==> src/rtl/lmms_pkg.sv <==
// Package for the log mode marker scanner.
// Holds the scan phase type, the marker and keyword text and the token judging function.
// Depends on nothing; used by lmms_marker_match and log_mode_marker_scanner_unit.
`timescale 1ns / 1ps

package lmms_pkg;

    localparam int MARKER_CHARS = 24;
    localparam int KW_COUNT    = 3;
    localparam int KW_SLOTS    = 16;
    localparam int PROG_W      = 5;
    localparam int LEN_W       = 4;
    localparam int MODE_W      = 2;

    localparam logic [8*MARKER_CHARS-1:0] MARKER_TEXT = "Set MainMode (new state:";

    localparam logic [8*KW_SLOTS-1:0] KW_SESSION  = {"session", {9{8'h00}}};
    localparam logic [8*KW_SLOTS-1:0] KW_NOTE     = {"note", {12{8'h00}}};
    localparam logic [8*KW_SLOTS-1:0] KW_OVERVIEW = {"songOverview", {4{8'h00}}};

    localparam logic [LEN_W-1:0] KW_LEN_SESSION  = 4'd7;
    localparam logic [LEN_W-1:0] KW_LEN_NOTE     = 4'd4;
    localparam logic [LEN_W-1:0] KW_LEN_OVERVIEW = 4'd12;
    localparam logic [LEN_W-1:0] LEN_MAX         = 4'd15;

    localparam logic [MODE_W-1:0] MODE_UNKNOWN  = 2'd0;
    localparam logic [MODE_W-1:0] MODE_SESSION  = 2'd1;
    localparam logic [MODE_W-1:0] MODE_NOTE     = 2'd2;
    localparam logic [MODE_W-1:0] MODE_OVERVIEW = 2'd3;

    typedef enum logic [1:0] {
        PHASE_SEARCH = 2'd0,
        PHASE_BLANKS = 2'd1,
        PHASE_TOKEN  = 2'd2
    } phase_t;

    typedef struct packed {
        logic [PROG_W-1:0] progress_next;
        logic              hit;
    } marker_t;

    function automatic logic [7:0] marker_char(input logic [PROG_W-1:0] idx);
        logic [7:0] ch;
        ch = 8'h00;
        if (idx < PROG_W'(MARKER_CHARS))
        begin
            ch = MARKER_TEXT[8*(MARKER_CHARS-1-int'(idx)) +: 8];
        end
        return ch;
    endfunction

    function automatic logic [7:0] kw_char(input logic [8*KW_SLOTS-1:0] text,
                                           input logic [LEN_W-1:0] pos);
        return text[8*(KW_SLOTS-1-int'(pos)) +: 8];
    endfunction

    // The lowest keyword that is still alive and complete decides the mode.
    function automatic logic [MODE_W-1:0] judge_token(input logic [KW_COUNT-1:0] alive,
                                                      input logic [LEN_W-1:0] len,
                                                      input logic [MODE_W-1:0] mode);
        logic [MODE_W-1:0] res;
        res = mode;
        if (alive[0] && len == KW_LEN_SESSION)
        begin
            res = MODE_SESSION;
        end
        else if (alive[1] && len == KW_LEN_NOTE)
        begin
            res = MODE_NOTE;
        end
        else if (alive[2] && len == KW_LEN_OVERVIEW)
        begin
            res = MODE_OVERVIEW;
        end
        return res;
    endfunction

endpackage

==> src/rtl/lmms_marker_match.sv <==
// Marker matcher of the log mode marker scanner.
// Advances the progress through the fixed marker text by one byte and flags a complete match.
// Depends on lmms_pkg.
`timescale 1ns / 1ps

module lmms_marker_match
(
    input  logic [7:0]                 data_byte,
    input  logic                       restart,
    input  logic [lmms_pkg::PROG_W-1:0] progress,
    output lmms_pkg::marker_t          result
);

    logic [lmms_pkg::PROG_W-1:0] prog_start;
    logic [lmms_pkg::PROG_W-1:0] prog_step;

    always_comb
    begin
        prog_start = restart ? '0 : progress;
        if (prog_start < lmms_pkg::PROG_W'(lmms_pkg::MARKER_CHARS) &&
            data_byte == lmms_pkg::marker_char(prog_start))
        begin
            prog_step = prog_start + 1'b1;
        end
        else
        begin
            prog_step = (data_byte == "S") ? lmms_pkg::PROG_W'(1) : '0;
        end
        result.hit = (prog_step >= lmms_pkg::PROG_W'(lmms_pkg::MARKER_CHARS));
        result.progress_next = result.hit ? '0 : prog_step;
    end

endmodule

==> src/rtl/log_mode_marker_scanner_unit.sv <==
// Top level of the log mode marker scanner.
// Holds the scan state, the token tracking and the result register; depends on lmms_pkg
// and lmms_marker_match.
`timescale 1ns / 1ps

// The block reads a text buffer one byte per transaction on the slave stream. s_tdata bits 7:0
// carry the byte and bits 9:8 carry the fallback mode, which is loaded on the first byte of a
// buffer; s_tuser marks that first byte and s_tlast marks the last byte.
// After each occurrence of the marker "Set MainMode (new state:" the following token is
// compared with session, note and songOverview, and a match sets the current mode.
// One byte is taken every cycle unless s_tready is low; all work on a byte is done in the
// cycle of its transaction. On the last byte the final mode appears on m_tdata in the cycle
// after the transaction and is held in the result register until the master side takes it.
// A stalled receiver does not stop the input while that register is empty or being drained in
// the same cycle; it stops only when a result still waits and m_tready is low.
// Reset clears the matcher, the token state, the mode and the result register.

module log_mode_marker_scanner_unit
(
    input  logic        clk,
    input  logic        rst_n,
    input  logic        s_tvalid,
    output logic        s_tready,
    input  logic [15:0] s_tdata,   // data_byte[7:0], fallback_mode[1:0], zero padding
    input  logic        s_tuser,   // first_of_buffer
    input  logic        s_tlast,
    output logic        m_tvalid,
    input  logic        m_tready,
    output logic [7:0]  m_tdata    // found_mode[1:0], zero padding
);

    lmms_pkg::phase_t                    phase_reg, phase_next;
    logic [lmms_pkg::PROG_W-1:0]         progress_reg, progress_next;
    logic [lmms_pkg::LEN_W-1:0]          len_reg, len_next;
    logic [lmms_pkg::KW_COUNT-1:0]       alive_reg, alive_next;
    logic [lmms_pkg::MODE_W-1:0]         mode_reg, mode_next;
    logic                                valid_reg, valid_next;
    logic [lmms_pkg::MODE_W-1:0]         result_reg, result_next;

    lmms_pkg::marker_t                   marker;
    logic                                s_accept;
    logic                                first;
    logic [7:0]                          data_in;
    logic [lmms_pkg::MODE_W-1:0]         fallback;
    logic                                is_token;
    logic                                is_blank;
    logic                                do_add;
    logic                                do_finish;
    lmms_pkg::phase_t                    phase_base;
    logic [lmms_pkg::LEN_W-1:0]          len_base;
    logic [lmms_pkg::KW_COUNT-1:0]       alive_base;
    logic [lmms_pkg::MODE_W-1:0]         mode_base;
    logic [lmms_pkg::KW_COUNT-1:0]       alive_add;
    logic [lmms_pkg::LEN_W-1:0]          len_add;

    assign first    = s_tuser;
    assign data_in  = s_tdata[7:0];
    assign fallback = s_tdata[9:8];
    assign s_tready = !valid_reg || m_tready;
    assign s_accept = s_tvalid && s_tready;
    assign m_tvalid = valid_reg;
    assign m_tdata  = {6'b0, result_reg};

    lmms_marker_match u_marker
    (
        .data_byte (data_in),
        .restart   (first),
        .progress  (progress_reg),
        .result    (marker)
    );

    always_comb
    begin
        is_token = (data_in >= "a" && data_in <= "z") || (data_in >= "A" && data_in <= "Z") ||
                   (data_in >= "0" && data_in <= "9") || data_in == "_" || data_in == "-";
        is_blank = (data_in == " ") || (data_in == 8'h09);

        phase_base = first ? lmms_pkg::PHASE_SEARCH : phase_reg;
        len_base   = first ? '0 : len_reg;
        alive_base = first ? '0 : alive_reg;
        mode_base  = first ? fallback : mode_reg;

        alive_add[0] = alive_base[0] && (len_base < lmms_pkg::KW_LEN_SESSION) &&
                       (data_in == lmms_pkg::kw_char(lmms_pkg::KW_SESSION, len_base));
        alive_add[1] = alive_base[1] && (len_base < lmms_pkg::KW_LEN_NOTE) &&
                       (data_in == lmms_pkg::kw_char(lmms_pkg::KW_NOTE, len_base));
        alive_add[2] = alive_base[2] && (len_base < lmms_pkg::KW_LEN_OVERVIEW) &&
                       (data_in == lmms_pkg::kw_char(lmms_pkg::KW_OVERVIEW, len_base));
        len_add = (len_base == lmms_pkg::LEN_MAX) ? len_base : len_base + 1'b1;

        do_add    = 1'b0;
        do_finish = 1'b0;
        case (phase_base)
            lmms_pkg::PHASE_BLANKS:
            begin
                if (is_token)
                begin
                    do_add = 1'b1;
                end
                else if (!is_blank)
                begin
                    do_finish = 1'b1;
                end
            end
            lmms_pkg::PHASE_TOKEN:
            begin
                if (is_token)
                begin
                    do_add = 1'b1;
                end
                else
                begin
                    do_finish = 1'b1;
                end
            end
            default:
            begin
            end
        endcase

        phase_next = phase_base;
        len_next   = len_base;
        alive_next = alive_base;
        mode_next  = mode_base;
        if (do_add)
        begin
            phase_next = lmms_pkg::PHASE_TOKEN;
            len_next   = len_add;
            alive_next = alive_add;
        end
        else if (do_finish)
        begin
            mode_next  = lmms_pkg::judge_token(alive_base, len_base, mode_base);
            phase_next = lmms_pkg::PHASE_SEARCH;
            len_next   = '0;
            alive_next = '0;
        end

        progress_next = marker.progress_next;
        if (marker.hit)
        begin
            phase_next = lmms_pkg::PHASE_BLANKS;
            len_next   = '0;
            alive_next = '1;
        end

        result_next = result_reg;
        if (s_tlast)
        begin
            if (phase_next != lmms_pkg::PHASE_SEARCH)
            begin
                mode_next = lmms_pkg::judge_token(alive_next, len_next, mode_next);
            end
            result_next   = mode_next;
            phase_next    = lmms_pkg::PHASE_SEARCH;
            len_next      = '0;
            alive_next    = '0;
            progress_next = '0;
        end

        if (s_accept && s_tlast)
        begin
            valid_next = 1'b1;
        end
        else if (m_tready)
        begin
            valid_next = 1'b0;
        end
        else
        begin
            valid_next = valid_reg;
        end
    end

    always_ff @(posedge clk or negedge rst_n)
    begin
        if (!rst_n)
        begin
            phase_reg    <= lmms_pkg::PHASE_SEARCH;
            progress_reg <= '0;
            len_reg      <= '0;
            alive_reg    <= '0;
            mode_reg     <= lmms_pkg::MODE_UNKNOWN;
            valid_reg    <= 1'b0;
            result_reg   <= lmms_pkg::MODE_UNKNOWN;
        end
        else
        begin
            valid_reg <= valid_next;
            if (s_accept)
            begin
                phase_reg    <= phase_next;
                progress_reg <= progress_next;
                len_reg      <= len_next;
                alive_reg    <= alive_next;
                mode_reg     <= mode_next;
            end
            if (s_accept && s_tlast)
            begin
                result_reg <= result_next;
            end
        end
    end

    a_last_clears_scan: assert property (@(posedge clk) disable iff (!rst_n)
        (s_accept && s_tlast) |=> (phase_reg == lmms_pkg::PHASE_SEARCH && progress_reg == '0))
        else $error("Scan state not cleared after the last byte.");

    a_result_after_last: assert property (@(posedge clk) disable iff (!rst_n)
        $rose(valid_reg) |-> $past(s_accept && s_tlast))
        else $error("Result raised without a last byte.");

    a_search_idle_token: assert property (@(posedge clk) disable iff (!rst_n)
        (phase_reg == lmms_pkg::PHASE_SEARCH) |-> (len_reg == '0 && alive_reg == '0))
        else $error("Token state left over while searching.");

    a_progress_range: assert property (@(posedge clk) disable iff (!rst_n)
        progress_reg < lmms_pkg::PROG_W'(lmms_pkg::MARKER_CHARS))
        else $error("Marker progress out of range.");

endmodule

==> config.mk <==
export PLATFORM = sky130hd
export DESIGN_NAME = log_mode_marker_scanner_unit
export DESIGN_NICKNAME = d
export VERILOG_FILES = /design/src/rtl/lmms_pkg.sv /design/src/rtl/lmms_marker_match.sv /design/src/rtl/log_mode_marker_scanner_unit.sv
export SDC_FILE = /design/constraint.sdc
export NUM_CORES = 1
export LEC_CHECK = 0
export BUFFER_PORTS_ARGS = -buffer_cell sky130_fd_sc_hd__buf_2
export CORE_MARGIN = 10
export CORE_UTILIZATION = 60
export DETAILED_ROUTE_END_ITERATION = 6
export PLACE_DENSITY = 0.83
export SYNTH_ARGS = -nofsm -noshare
export SYNTH_HDL_FRONTEND = slang
export SYNTH_HIERARCHICAL = 1
export SYNTH_SLANG_ARGS = --single-unit
==> constraint.sdc <==
create_clock -name clk -period 10.4 [get_ports clk]
set_input_delay 2.08 -clock clk [delete_from_list [all_inputs] [get_ports clk]]
set_output_delay 2.08 -clock clk [all_outputs]
set_load 0.005 [all_outputs]
==> results.yml, run 1 <==
sta:
  slew_headroom_pct: 49.0
  rsz0062_at_grt: "false"
  fin_skew_ns: 0.00545
  setup_viol: 0
  fmax_mhz: 149
  hold_violations: 0
  drv_slew: 0
  fin_ws_ns: 3.68
  setup_tns_ns: 0
  tightest_slew_ns: 0.763
  layout_min_cycle_time_ns: 6.72
  finalCritPeriodShare_pct: 64.6
pwr:
  leakagePower_uw: 0.00122
  vdd_drop_max_uv: 103
  power_density_nw_per_um2: 57.3
yosys:
  synth.cell_area_um2: 2950
  synth_top_family_by_area: "simple AND/OR/NAND/NOR gates"
  async_flop_share_pct: 100
  synth_edf_count: 0
  ys_seq_area_share_pct: 16.1
  yosysTopAreaCell: "dfrtp_1"
  ys_warn_count: 6
  synthSimpleGateAreaFrac_pct: 35.2
  synthMuxAreaShare_pct: 3.60
  synth_seq_cells: 19
  netlist_instances: 388
  synth_top_area_share_pct: 16.1
  synth_cell_types: 78
  synth_compound_area_share_pct: 27.0
  synthesis.area_per_instance_um2: 7.61
  synth.area.top_cells: "dfrtp_1 16%, ha_1 5.9%, nand2_1 5.0%"
  synthAdderAreaFrac_pct: 5.93
  synth_flop_cell: "dfrtp_1"
  synth_xor_area_share_pct: 4.15
critical_path:
  r2r-end: "result_reg[0]"
  worst_ep_arrival_time_ns: 6.86
  critPathTopFamily: "simple AND/OR/NAND/NOR gates"
  slowest_stage: "ha_1"
  worstReg2RegStart: "progress_reg[3]"
  reg2reg_slack_ns: 5.33
  worst_ep_required_time_ns: 10.54
  crit_chain: "buf_2 -> and2b_1 -> ha_1 -> nor2b_1 -> a32oi_2 -> mux2i_1 -> nor4_1 -> o2111ai_1 -> nor4_4 -> and2_1 -> a31oi_1 -> or4_4 -> a211oi_2 -> nor2_1"
  worstSetupPathType: "input port to flop"
  startpoint_type: "input port"
  end_kind: "flop"
  crit_fanout: 41
  r2r_cells: 13
  critPathMaxStageDelay_ns: 0.66
  worst-path-buf-inv: 1
layout:
  mostFrequentLayoutCell: "nand2_1"
  seqCellArea_um2: 475
  fillCellCount: 453
  n_antenna_cell: 0
  layout-drive-gt1-share_pct: 11.8
  largest_reg_flops: 5
  multi_input_area_um2: 2260
  area_delta_synth_final_pct: 1.74
  nets: 417
  mostFrequentLayoutCells: "39 x nand2_1, 30 x nor2_1, 20 x o21ai_0"
clock_tree:
  cts_tree: "done"
  clkLatencyLatePin_ns: 0.26
  post_cts_resized: 0
  hold_buffers: 0
  clockRootBuffer: "clkbuf_8"
  cts_setup_buffers: 0
  cts.sinks: 19
  htreeDepth: 1
  cts-buffers-inserted: 3
  path_clk_slew_ns: 0.07
  clock_path_buffers: 2
placement:
  pre_cts_ws_ns: 3.55
  dp_hpwl_um: 5630
  port_buffers: 19
  routabilityCongestion: 0.963
floorplanning:
  coreArea_um2: 4750
  dieArea_um2: 8130
  die_h_um: 90.2
  pin_count: 32
  die_w_um: 90.2
  initial_core_util_pct: 62.1
  row_count: 25
global_route:
  antenna_found_initial: 0
  grtUsageTotal_pct: 18.4
  grt_max_degree: 42
  overflow: 0
  grt_pass1_vias: 2756
  grt_pass1_wl_um: 13300
worst_hold_path:
  min_path_type: "flop to flop"
  min_from: "result_reg[1]"
  hold_depth: 2
  holdPathEnd: "result_reg[1]"
route:
  drtIter0Drc: 453
  vias: 2979
  antenna_left: 0
  wl_um: 7830
  dr.pass1.iters: 5
  avgViaCountPerCell: 6.66
  drc: 0
  wl_per_cell_um: 17.5
run:
  cap_violations: 0
run_status:
  status: "finished clean"
==> logic make-up after synthesis <==
family	Yosys count
XOR/XNOR	14
buffers and inverters	46
flip-flops	19
other	1
multiplexers	10
AO/OA/AOI/OAI	106
adder cells (fa/ha/maj)	14
AND/OR/NAND/NOR	178
==> through the flow <==
| stage | util [%] | hold WS [ns] | instance area [um2] | total power (uW) | cells |
|---|---|---|---|---|---|
| 3_5_place_dp | 62.2 | 0.466 | 2960 | 121 | 443 |
| 3_3_place_gp | 62.2 | 0.460 | 2960 | 120 | 443 |
| 2_1_floorplan | - | 0.461 | 2970 | 109 | 393 |
| 6_report | 63.2 | 0.484 | 3010 | 172 | 447 |
| 5_1_grt | 63.2 | 0.514 | 3010 | 183 | 447 |
| 4_1_cts | 63.2 | 0.487 | 3010 | 172 | 447 |
==> layer usage <==
metal | routed length, um | vias to the layer above | track usage (%)
met5 | 0 | - | 0
met4 | 89 | 0 | 5.04
met3 | 547 | 10 | 2.00
met2 | 3510 | 157 | 29.4
met1 | 3690 | 1390 | 25.4
li1 | - | 1422 | -
==> report_power, final <==
group	total, uW	internal (uW)	switching, uW
registers	79.2	77.3	1.89
logic	41.1	14.8	26.4
clock network	51.8	26.7	25.1
total	172	119	53.4
==> worst max-delay path by stage <==
| stage | to | cells past startpoint | startpoint | slack, ns |
|---|---|---|---|---|
| detailed placement | result_reg[0] | 14 | s_tuser | 3.55 |
| floorplan | mode_reg[0] | 17 | s_tuser | 4.70 |
| finish | result_reg[0] | 14 | s_tuser | 3.68 |
| global placement | mode_reg[0] | 14 | s_tuser | 3.63 |
| CTS | result_reg[0] | 14 | s_tuser | 3.80 |
| global route | mode_reg[1] | 16 | s_tuser | 3.30 |
==> worst register-to-register path, stage by stage (launching register included) <==
cell	delay, ns
dfrtp_1	0.79
and2b_1	0.39
ha_1	0.49
and4b_1	0.30
a221oi_1	0.23
a2111oi_0	0.14
nor4_1	0.36
o2111ai_1	0.23
nor4_4	0.46
and2_1	0.45
a31oi_1	0.20
or4_4	0.53
a211oi_2	0.28
nor2_1	0.09
==> synth_stat cells (3+ instances only) <==
library cell	n
nand3b_1	7
nand4b_1	4
nor4_1	8
and4b_1	4
and3b_1	4
ha_1	14
o21ai_0	20
nor2b_1	18
xnor2_1	5
o31ai_1	4
xor2_1	9
nor2_1	30
dfrtp_1	19
o32ai_1	3
clkbuf_1	17
buf_6	3
a22oi_1	6
nand3_1	4
nand2b_1	11
and3_1	4
nand2_1	39
nor3b_1	3
o31a_1	3
buf_2	10
a21oi_1	16
a31oi_1	9
a211oi_1	4
buf_4	6
nand4_1	8
a22o_1	5
and2_1	5
inv_1	9
o21a_1	3
mux2i_1	8
or3_1	3
nor3_1	9
==> cell type report <==
class | instances | area share, %
clock inverter | 1 | 0.167
multi-input combinational | 328 | 75.4
inverter | 10 | 1.33
clock buffer | 3 | 1.37
sequential | 19 | 15.8
timing repair buffer | 19 | 3.16
tap | 67 | 2.79
(Power assumes the default switching activity.)
==> inputs of run 2 (changes only) <==
- ABC_AREA: unset -> 1
- PLACE_DENSITY: 0.83 -> 0.84
- clock period: 10.4 -> 6.8 ns (I/O delays scaled with it)
==> results.yml, run 2 <==
sta:
  fin_skew_ns: 0.00469
  setup_tns_ns: 0
  drv_slew: 0
  setup_viol: 0
  rsz0062_at_grt: "false"
  hold_violations: 0
  layout_min_cycle_time_ns: 4.79
  tightest_slew_ns: 0.762
  slew_headroom_pct: 49.0
  finalCritPeriodShare_pct: 70.4
  fmax_mhz: 209
layout:
  largest_reg_flops: 5
  mostFrequentLayoutCells: "148 x nand2_1, 64 x inv_1, 46 x nand3_1"
  area_delta_synth_final_pct: 5.25
  mostFrequentLayoutCell: "nand2_1"
  nets: 525
  fin_area_um2: 2960
  n_antenna_cell: 0
  layout-drive-gt1-share_pct: 14.8
yosys:
  synth.cell_area_um2: 2810
  synthesis.area_per_instance_um2: 5.97
  ys_seq_area_share_pct: 16.9
  synth_seq_cells: 19
  synth_edf_count: 0
  synth.area.top_cells: "nand2_1 20%, dfrtp_1 17%, inv_1 8.5%"
  synthAdderAreaFrac_pct: 6.23
  async_flop_share_pct: 100
  synthSimpleGateAreaFrac_pct: 50.4
  ys_warn_count: 6
  yosysTopAreaCell: "nand2_1"
  synth_most_common_cell: "nand2_1"
  netlist_instances: 471
  synth_flop_cell: "dfrtp_1"
  synth_xor_area_share_pct: 2.49
  synthTopCellsByCount: "148 x nand2_1, 64 x inv_1, 46 x nand3_1"
  synth_top_family_by_area: "simple AND/OR/NAND/NOR gates"
  synth_cell_types: 40
  synth_top_area_share_pct: 19.8
  synth_compound_area_share_pct: 10.9
  synthMuxAreaShare_pct: 0.356
critical_path:
  reg2reg_slack_ns: 3.28
  r2r_cells: 27
  worstSetupPathType: "input port to flop"
  crit_fanout: 18
  r2r-end: "mode_reg[0]"
  cp.depth: 29
  end_kind: "flop"
  crit_start: "s_tuser"
  critPathTopFamily: "simple AND/OR/NAND/NOR gates"
  worst_ep_arrival_time_ns: 4.94
  cp_common_cell: "nand2_1"
  worst_ep_required_time_ns: 6.96
  critPathMaxStageDelay_ns: 0.42
  startpoint_type: "input port"
  setup.worst_path.end: "mode_reg[0]"
  slowest_stage: "buf_2"
  worst-path-buf-inv: 7
  worstReg2RegStart: "progress_reg[3]"
global_route:
  antenna_found_initial: 0
  grt_pass1_vias: 2839
  grt_pass1_wl_um: 12600
  overflow: 0
  grtUsageTotal_pct: 19.0
  grt_max_degree: 20
route:
  drc: 0
  wl_um: 7360
  dr.pass1.iters: 5
  wl_per_cell_um: 13.6
  avgViaCountPerCell: 5.64
  vias: 3048
  drtIter0Drc: 272
  antenna_left: 0
floorplanning:
  die_w_um: 88.5
  coreArea_um2: 4440
  initial_core_util_pct: 63.3
  row_count: 24
  dieArea_um2: 7830
  die_h_um: 88.5
  pin_count: 32
clock_tree:
  htreeDepth: 1
  clkLatencyLatePin_ns: 0.26
  cts_setup_buffers: 0
  clockRootBuffer: "clkbuf_8"
  post_cts_resized: 0
  cts-buffers-inserted: 3
  cts.sinks: 19
  path_clk_slew_ns: 0.07
  clock_path_buffers: 2
  cts_tree: "done"
  hold_buffers: 0
placement:
  placed_area_um2: 2910
  dp_hpwl_um: 5920
  routabilityCongestion: 0.958
  port_buffers: 19
pwr:
  power_density_nw_per_um2: 88.5
  leakagePower_uw: 0.00163
  vdd_drop_max_uv: 146
worst_hold_path:
  min_path_type: "flop to flop"
  hold_depth: 2
run_status:
  status: "finished clean"
run:
  cap_violations: 0
-- run 2: cell count changes after synthesis, moves of 11 or more --
| cell | delta |
|---|---|
| nand3_1 | +42 |
| nor2b_1 | -18 |
| nand2_2 | +14 |
| nand2b_1 | -11 |
| clkbuf_1 | -16 |
| nand2_1 | +109 |
| inv_1 | +55 |
| a21oi_1 | -14 |
-- run 2: per-layer routing --
layer,routed length [um],global-route usage (%),share of wire (%)
met5,0,0,0
met4,76,4.85,1.0
met3,584,2.85,7.9
met2,3240,31.1,44
met1,3460,25.5,47
-- run 2: power by group --
part | switching, uW | total, uW | internal, uW
sequential | 2.79 | 121 | 118
clock | 39.8 | 81.2 | 41.4
combinational | 40.4 | 59.7 | 19.3
-- run 2: cells by family (layout without fill, tap and decap cells) --
kind of cell,Yosys count,in the layout
AOI/OAI and AO/OA,50,50
xor gates and xnor gates,8,8
adders and majority gates,14,14
buffers and inverters,83,95
DFF,19,19
muxes,1,1
other,1,6
and+or+nand+nor,295,295
-- run 2: worst min-delay path by stage --
stage / from / endpoint / slack (ns)
after floorplan: result_reg[0] / result_reg[0] / 0.47
after global placement: result_reg[0] / result_reg[0] / 0.46
after detailed placement: result_reg[0] / result_reg[0] / 0.47
after CTS: result_reg[0] / result_reg[0] / 0.49
after global routing: result_reg[0] / result_reg[0] / 0.53
final: result_reg[0] / result_reg[0] / 0.48
-- run 2: tightest hold or removal path: stages, from the launching register on --
cell and delay (ns):
dfrtp_1 0.35, nand2_1 0.05, nand2_1 0.05
-- run 2: layout make-up --
type                            instances  area, um2
Clock inverter                          1       7.51
Clock buffer                            3       41.3
Fill cell                             417       1480
Multi-Input combinational cell        374       2000
Tap cell                               52       65.1
Inverter                               72        273
Sequential cell                        19        475
Timing Repair Buffer                   19       95.1
-- run 2: through the flow --
stage / instances / setup slack, ns / utilization, % / power, uW / hold slack [ns]
CTS: 540 / 2.12 / 66.6 / 264 / 0.491
global placement: 536 / 1.90 / 65.5 / 180 / 0.460
detailed placement: 536 / 1.84 / 65.5 / 183 / 0.468
finish: 540 / 2.01 / 66.6 / 262 / 0.484
global route: 540 / 1.70 / 66.6 / 276 / 0.534
floorplan: 476 / 2.94 / - / 162 / 0.473
==> inputs of run 3 (changes only) <==
- CORE_UTILIZATION: 60 -> 54
- PLACE_DENSITY: 0.84 -> 0.79
- clock period: 6.8 -> 4.2 ns (I/O delays scaled with it)
==> results.yml, run 3 (same netlist as run 2, synthesis figures left out) <==
critical_path:
  startpoint_type: "input port"
  reg2reg_slack_ns: 0.84
  worstSetupPathType: "input port to flop"
  worst_ep_arrival_time_ns: 3.92
  slowest_stage: "ha_1"
  r2r-end: "mode_reg[0]"
  cp_common_cell: "nand2_1"
  crit_fanout: 7
  worstReg2RegStart: "progress_reg[4]"
  worst_ep_required_time_ns: 4.35
  r2r_cells: 27
  critPathMaxStageDelay_ns: 0.26
  end_kind: "flop"
  crit_start: "s_tuser"
  setup.worst_path.end: "mode_reg[0]"
placement:
  pre_cts_ws_ns: 0.185
  dp_hpwl_um: 5940
  routabilityCongestion: 0.947
  port_buffers: 19
route:
  vias: 3062
  antenna_left: 0
  avgViaCountPerCell: 5.46
  drtIter0Drc: 277
  wl_um: 7310
  wl_per_cell_um: 13.0
  dr.pass1.iters: 5
  drc: 0
layout:
  largest_reg_flops: 5
  mostFrequentLayoutCell: "nand2_1"
  n_antenna_cell: 0
  mostFrequentLayoutCells: "148 x nand2_1, 64 x inv_1, 46 x nand3_1"
  area_delta_synth_final_pct: 6.76
  nets: 528
  layout-drive-gt1-share_pct: 15.3
floorplanning:
  dieArea_um2: 8500
  die_w_um: 92.2
  row_count: 26
  pin_count: 32
  initial_core_util_pct: 55.4
  coreArea_um2: 5070
  die_h_um: 92.2
pwr:
  total_power_uw: 422
  leakagePower_uw: 0.00165
  power_density_nw_per_um2: 141
  vdd_drop_max_uv: 204
clock_tree:
  cts-buffers-inserted: 3
  cts.sinks: 19
  cts_setup_buffers: 0
  path_clk_slew_ns: 0.07
  post_cts_resized: 0
  hold_buffers: 0
  clockRootBuffer: "clkbuf_8"
  cts_tree: "done"
  htreeDepth: 1
  clock_path_buffers: 2
  clkLatencyLatePin_ns: 0.26
worst_hold_path:
  hold_depth: 2
  min_path_type: "flop to flop"
global_route:
  overflow: 0
  grt_pass1_vias: 2789
  antenna_found_initial: 0
  grt_max_degree: 20
  grtUsageTotal_pct: 17.0
  grt_pass1_wl_um: 12500
sta:
  finalCritPeriodShare_pct: 89.6
  fin_skew_ns: 0.00469
  fmax_mhz: 266
  fin_ws_ns: 0.435
  layout_min_cycle_time_ns: 3.76
  setup_viol: 0
  rsz0062_at_grt: "false"
  setup_tns_ns: 0
  hold_violations: 0
  drv_slew: 0
run_status:
  status: "finished clean"
run:
  cap_violations: 0
run 3: cell count changes in the layout (fill, tap and decap cells not counted):
cell,change
clkinvlp_4,-1
clkinv_2,+1
buf_4,+3
run 3: critical path, delay by kind of cell:
family                   cells  cell delay [ns]
AND/OR/NAND/NOR             21             1.95
adder cells (fa/ha/maj)      1             0.26
buffers and inverters        7             0.87
run 3: layout make-up:
class                           count  area (um2)
Clock buffer                        3        41.3
Clock inverter                      1        5.00
Fill cell                         512        2070
Inverter                           72         273
Multi-Input combinational cell    374        2000
Sequential cell                    19         475
Tap cell                           70        87.6
Timing Repair Buffer               22         118
run 3: metal layers:
layer	vias up	GRT usage [%]	wire [um]
met5	-	0	0
li1	1540	-	-
met2	128	26.1	3190
met3	11	1.87	477
met1	1383	24.3	3530
met4	0	4.76	114
run 3: worst min path at each step:
| stage | startpoint | endpoint | slack (ns) |
|---|---|---|---|
| 2_1_floorplan | result_reg[0] | result_reg[0] | 0.47 |
| 3_3_place_gp | result_reg[0] | result_reg[0] | 0.46 |
| 3_5_place_dp | result_reg[1] | result_reg[1] | 0.47 |
| 4_1_cts | result_reg[1] | result_reg[1] | 0.49 |
| 5_1_grt | rst_n | progress_reg[3] | 0.53 |
| 6_report | result_reg[1] | result_reg[1] | 0.49 |
run 3: stage by stage:
stage,cell area (um2),hold slack (ns),instances,utilization [%]
floorplan,2830,0.473,476,-
global placement,2960,0.461,557,58.3
detailed placement,2960,0.471,557,58.3
CTS,3000,0.494,561,59.2
global route,3000,0.526,561,59.2
finish,3000,0.490,561,59.2
run 3: power breakdown:
group | switching (uW) | internal [uW]
registers | 4.23 | 192
logic | 65.8 | 32.5
clock network | 62.1 | 66.1
total | 132 | 290
